==> src/hw/rtl/obb_pkg.sv <==
package obb_pkg;

    // event codes on the result channel
    localparam logic [1:0] EV_NONE  = 2'd0;
    localparam logic [1:0] EV_ENTER = 2'd1;
    localparam logic [1:0] EV_STAY  = 2'd2;
    localparam logic [1:0] EV_EXIT  = 2'd3;

    localparam logic [0:0] OP_BOX    = 1'b0;
    localparam logic [0:0] OP_CIRCLE = 1'b1;

    localparam logic [15:0] QUARTER_TURN = 16'd16384;
    localparam logic [63:0] PI_HALF_Q30  = 64'd1686629713;
    localparam logic [63:0] ONE_Q30      = 64'd1 << 30;

    // multiplier lane operand and product widths
    localparam int LANE_W = 34;
    localparam int PROD_W = 2 * LANE_W;

    // classified pair handed from front to back
    typedef struct packed {
        logic               op;
        logic [5:0]         id;
        logic signed [32:0] dx;
        logic signed [32:0] dy;
        logic signed [25:0] ca;
        logic signed [25:0] sa;
        logic signed [25:0] cb;
        logic signed [25:0] sb;
        logic [30:0]        s0;
        logic [30:0]        s1;
        logic [30:0]        s2;
        logic [30:0]        s3;
    } job_t;

    // one sine table entry in Q24 from a Q32 phase, Taylor series in Q30
    function automatic logic signed [25:0] sine_entry(input logic [63:0] u);
        logic [63:0]        q;
        logic [63:0]        x;
        logic [63:0]        x2;
        logic [63:0]        t;
        logic signed [63:0] s;
        logic signed [63:0] m;
        logic               odd;
        q   = (u >> 30) & 64'd3;
        x   = ((u & (ONE_Q30 - 64'd1)) * PI_HALF_Q30) >> 30;
        x2  = (x * x) >> 30;
        odd = (q[0] == 1'b0);
        t   = odd ? x : ONE_Q30;
        s   = $signed(t);
        for (int i = 0; i < 7; i++) begin
            t = (t * x2) >> 30;
            if (odd) begin
                case (i)
                    0: t = t / 6;
                    1: t = t / 20;
                    2: t = t / 42;
                    3: t = t / 72;
                    4: t = t / 110;
                    5: t = t / 156;
                    default: t = t / 210;
                endcase
            end else begin
                case (i)
                    0: t = t / 2;
                    1: t = t / 12;
                    2: t = t / 30;
                    3: t = t / 56;
                    4: t = t / 90;
                    5: t = t / 132;
                    default: t = t / 182;
                endcase
            end
            if (i % 2 == 1) s = s + $signed(t);
            else            s = s - $signed(t);
        end
        if (s < 0) s = 0;
        if (s > $signed(ONE_Q30)) s = $signed(ONE_Q30);
        m = (s + 64'sd32) >>> 6;
        if (q >= 64'd2) m = -m;
        return m[25:0];
    endfunction

endpackage

==> src/hw/rtl/obb_fifo.sv <==
module obb_fifo
    import obb_pkg::*;
(
    input  logic aclk,
    input  logic aresetn,
    input  logic push,
    input  job_t push_data,
    output logic full,
    input  logic pop,
    output logic empty,
    output job_t pop_data
);

    job_t       mem_reg [2];
    logic       wr_ptr_reg;
    logic       rd_ptr_reg;
    logic [1:0] cnt_reg;

    assign full     = (cnt_reg == 2'd2);
    assign empty    = (cnt_reg == 2'd0);
    assign pop_data = mem_reg[rd_ptr_reg];

    // two-word queue between front and back
    always_ff @(posedge aclk) begin
        if (!aresetn) begin
            wr_ptr_reg <= 1'b0;
            rd_ptr_reg <= 1'b0;
            cnt_reg    <= 2'd0;
        end else begin
            if (push) wr_ptr_reg <= ~wr_ptr_reg;
            if (pop)  rd_ptr_reg <= ~rd_ptr_reg;
            cnt_reg <= cnt_reg + {1'b0, push} - {1'b0, pop};
        end
    end

    always_ff @(posedge aclk) begin
        if (push) mem_reg[wr_ptr_reg] <= push_data;
    end

endmodule

==> config.mk <==
export PLATFORM = sky130hd
export DESIGN_NAME = obb_fifo
export DESIGN_NICKNAME = d
export VERILOG_FILES = /design/src/hw/rtl/obb_pkg.sv /design/src/hw/rtl/obb_fifo.sv
export SDC_FILE = /design/constraint.sdc
export NUM_CORES = 1
export LEC_CHECK = 0
export BUFFER_PORTS_ARGS = -buffer_cell sky130_fd_sc_hd__buf_2
export CAP_MARGIN = 30
export CORE_MARGIN = 4
export CORE_UTILIZATION = 30
export CTS_CLUSTER_SIZE = 14
export DETAILED_ROUTE_END_ITERATION = 8
export GPL_TIMING_DRIVEN = 1
export SYNTH_ARGS = -nofsm -noshare
export SYNTH_HDL_FRONTEND = slang
export SYNTH_SLANG_ARGS = --single-unit
==> constraint.sdc <==
create_clock -name aclk -period 19.7 [get_ports aclk]
set_clock_uncertainty 0.15 [all_clocks]
set_input_delay 1.97 -clock aclk [delete_from_list [all_inputs] [get_ports aclk]]
set_output_delay 1.97 -clock aclk [all_outputs]
set_load 0.02 [all_outputs]
==> flow_summary.ini <==
[run_status]
outcome = complete, no violations

[yosys]
synthesis.area_um2 = 22100
synth_area_leaders = edfxtp_1 82%, mux2_2 15%, buf_6 1.6%, dfxtp_1 0.45%, and2_1 0.11%
synth_top_area_share_pct = 82.0
synth_nets = 1264
ys_warn_count = 0
synth_top_area_cell = edfxtp_1
synth_area_per_cell_um2 = 23.0
syn_inst = 957
synth_cell_types = 13
synth-seq-cells = 607
ys_seq_area_share_pct = 82.4

[power_and_ir_drop]
leakagePower_nw = 10.3
power_frac_clock_pct = 37.3
sw_frac_of_total_pct = 23.1
seqPwrFrac_pct = 51.3
power_frac_comb_pct = 11.4
switchingPower_mw = 0.682
p_int_mw = 2.27
ir_worst_vdd_v = 0.0000718
powerDensity_nw_per_um2 = 105

[sta]
final_hold_viol_count = 0
max_slew_margin_pct = 35.3
fin_ws_ns = 13.61
fmax_mhz = 164
finalSetupTns_ns = 0
slew_viol_final = 0
final-setup-viol-count = 0
final.min_clock_period_ns = 6.09
rsz0062_at_grt = false
tightest_slew_ns = 0.969
post-route-period-util_pct = 30.9

[hold_path]
min_path_type = reg2reg
min-delay-start = rd_ptr_reg

[die]
io_pins = 608
dieArea_um2 = 77900
rows = 99
die_h_um = 279
dieWidth_um = 279
coreArea_um2 = 73000
initial_core_util_pct = 30.2

[setup_path]
critPathMaxStageDelay_ns = 0.91
path_cells = buf_4, buf_4, mux2_2, buf_2
critPathArrivalTime_ns = 3.97
cp-start-kind = register
worst_setup_path_end_kind = output pin
worstReg2RegStart = wr_ptr_reg
critPathRequiredTime_ns = 17.58
critPathSlowestCell = dfxtp_4
worst-setup-path-type = reg2out
crit_fanout = 70
cp_common_cell = buf_4

[finish]
syn2layout_area_growth_pct = 27.1
nets = 1914
nFillCells = 6731
multi_input_area_um2 = 3520
largest_reg_flops = 602
layout_common_cells = 607 x buf_2, 602 x edfxtp_1, 301 x mux2_2
drive_gt1_share_pct = 60.7
seqCellArea_um2 = 18200
final_common_cell = buf_2

[cts]
cts.path.max_buffers = 3
post-cts-setup-buffers = 0
ctsHoldBuffers = 0
numCtsBuffers = 60
clockRootBuffer = clkbuf_16
clock_latency_ns = 0.60
clk_pin_slew_ns = 0.06
cts_tree = built
htreeDepth = 2
clock-sinks = 607
cts-resized-gates = 0

[placed_design]
routabilityCongestion = 0.817
io_buffers = 607
post-dp-hpwl_um = 34400
pre_cts_ws_ns = 13.90

[detailed_routing]
viasPerCell = 4.29
finalWirelength_um = 49200
wl_per_cell_um = 18.7
drtIter0Drc = 499
ant_nets = 0
dr.pass1.iters = 6
vias = 11300
drc_errors = 0

[flow_run]
drv_cap = 0

[global_route]
grt_antenna_before_repair = 15
grt_pass1_vias = 12100
track_usage_pct = 11.9
grt_max_degree = 73
grt.overflow.total = 0
grt_pass1_wl_um = 72100
## layer usage
| metal | routed length [um] | part of all wire, % | GRT usage [%] | vias to the layer above |
|---|---|---|---|---|
| li1 | - | - | - | 5161 |
| met1 | 18200 | 37 | 13.4 | 5673 |
| met2 | 25800 | 52 | 21.2 | 387 |
| met3 | 3760 | 7.6 | 3.75 | 83 |
| met4 | 1440 | 2.9 | 4.33 | 2 |
| met5 | 20 | 0.041 | 0 | - |
## final timing paths
path / endpoint / slack (ns) / cells past startpoint
worst max-delay path: pop_data[174] / 13.61 / 4
worst min-delay path: register / 0.43 / 2
worst max register to register: mem_reg[0][110] / 15.74 / 4
worst min register to register: register / 0.43 / 2
## cell usage after synthesis
cell and instances:
and2_1 4, o21a_1 1, edfxtp_1 602, nor2_1 1, ha_1 2, xnor3_1 1, buf_2 1, inv_1 2
dfxtp_1 5, xor2_1 1, nor2b_1 4, buf_6 32, mux2_2 301
## power groups by stage
stage	clock network [mW]	logic [mW]	registers (mW)
finish	1.10	0.337	1.51
global route	1.19	0.360	1.52
CTS	1.14	0.343	1.51
detailed placement	0	0.341	1.54
global placement	0	0.337	1.54
floorplan	0	0.221	1.56
## per-stage QoR
step / power, mW / std cells / hold slack, ns / cell area [um^2] / utilization, %
2_1_floorplan: 1.78 / 957 / 0.405 / 22100 / -
3_3_place_gp: 1.88 / 2503 / 0.413 / 26000 / 35.7
3_5_place_dp: 1.88 / 2503 / 0.414 / 26000 / 35.7
4_1_cts: 2.99 / 2616 / 0.433 / 28000 / 38.3
5_1_grt: 3.07 / 2630 / 0.475 / 28000 / 38.4
6_report: 2.95 / 2633 / 0.425 / 28000 / 38.4
## cell families (layout without fill, tap and decap cells)
logic type                 after synthesis  after routing  share of synthesized area [%]
DFF                                    607            607                           82.4
muxes                                  301            301                           15.4
buffers and inverters                   35            736                           1.69
and+or+nand+nor                          9              9                          0.244
adders and majority gates                2              2                          0.113
xor gates and xnor gates                 2              2                          0.142
AOI/OAI and AO/OA                        1              1                         0.0340
other                                    0             16                              0
## final cells by class
class / count / area share, %
clock inverter: 35 / 1.11
clock buffer: 78 / 5.75
multi-input combinational: 315 / 12.5
inverter: 2 / 0.0268
sequential: 607 / 64.9
tap: 959 / 4.28
antenna: 16 / 0.143
timing repair buffer: 621 / 11.3
## critical path, delay by kind of cell (launching register included)
| kind | cells | cell delay [ns] |
|---|---|---|
| flip-flops | 1 | 0.91 |
| multiplexers | 1 | 0.44 |
| buffers and inverters | 3 | 1.84 |
Power figures use the tool's default switching activity.
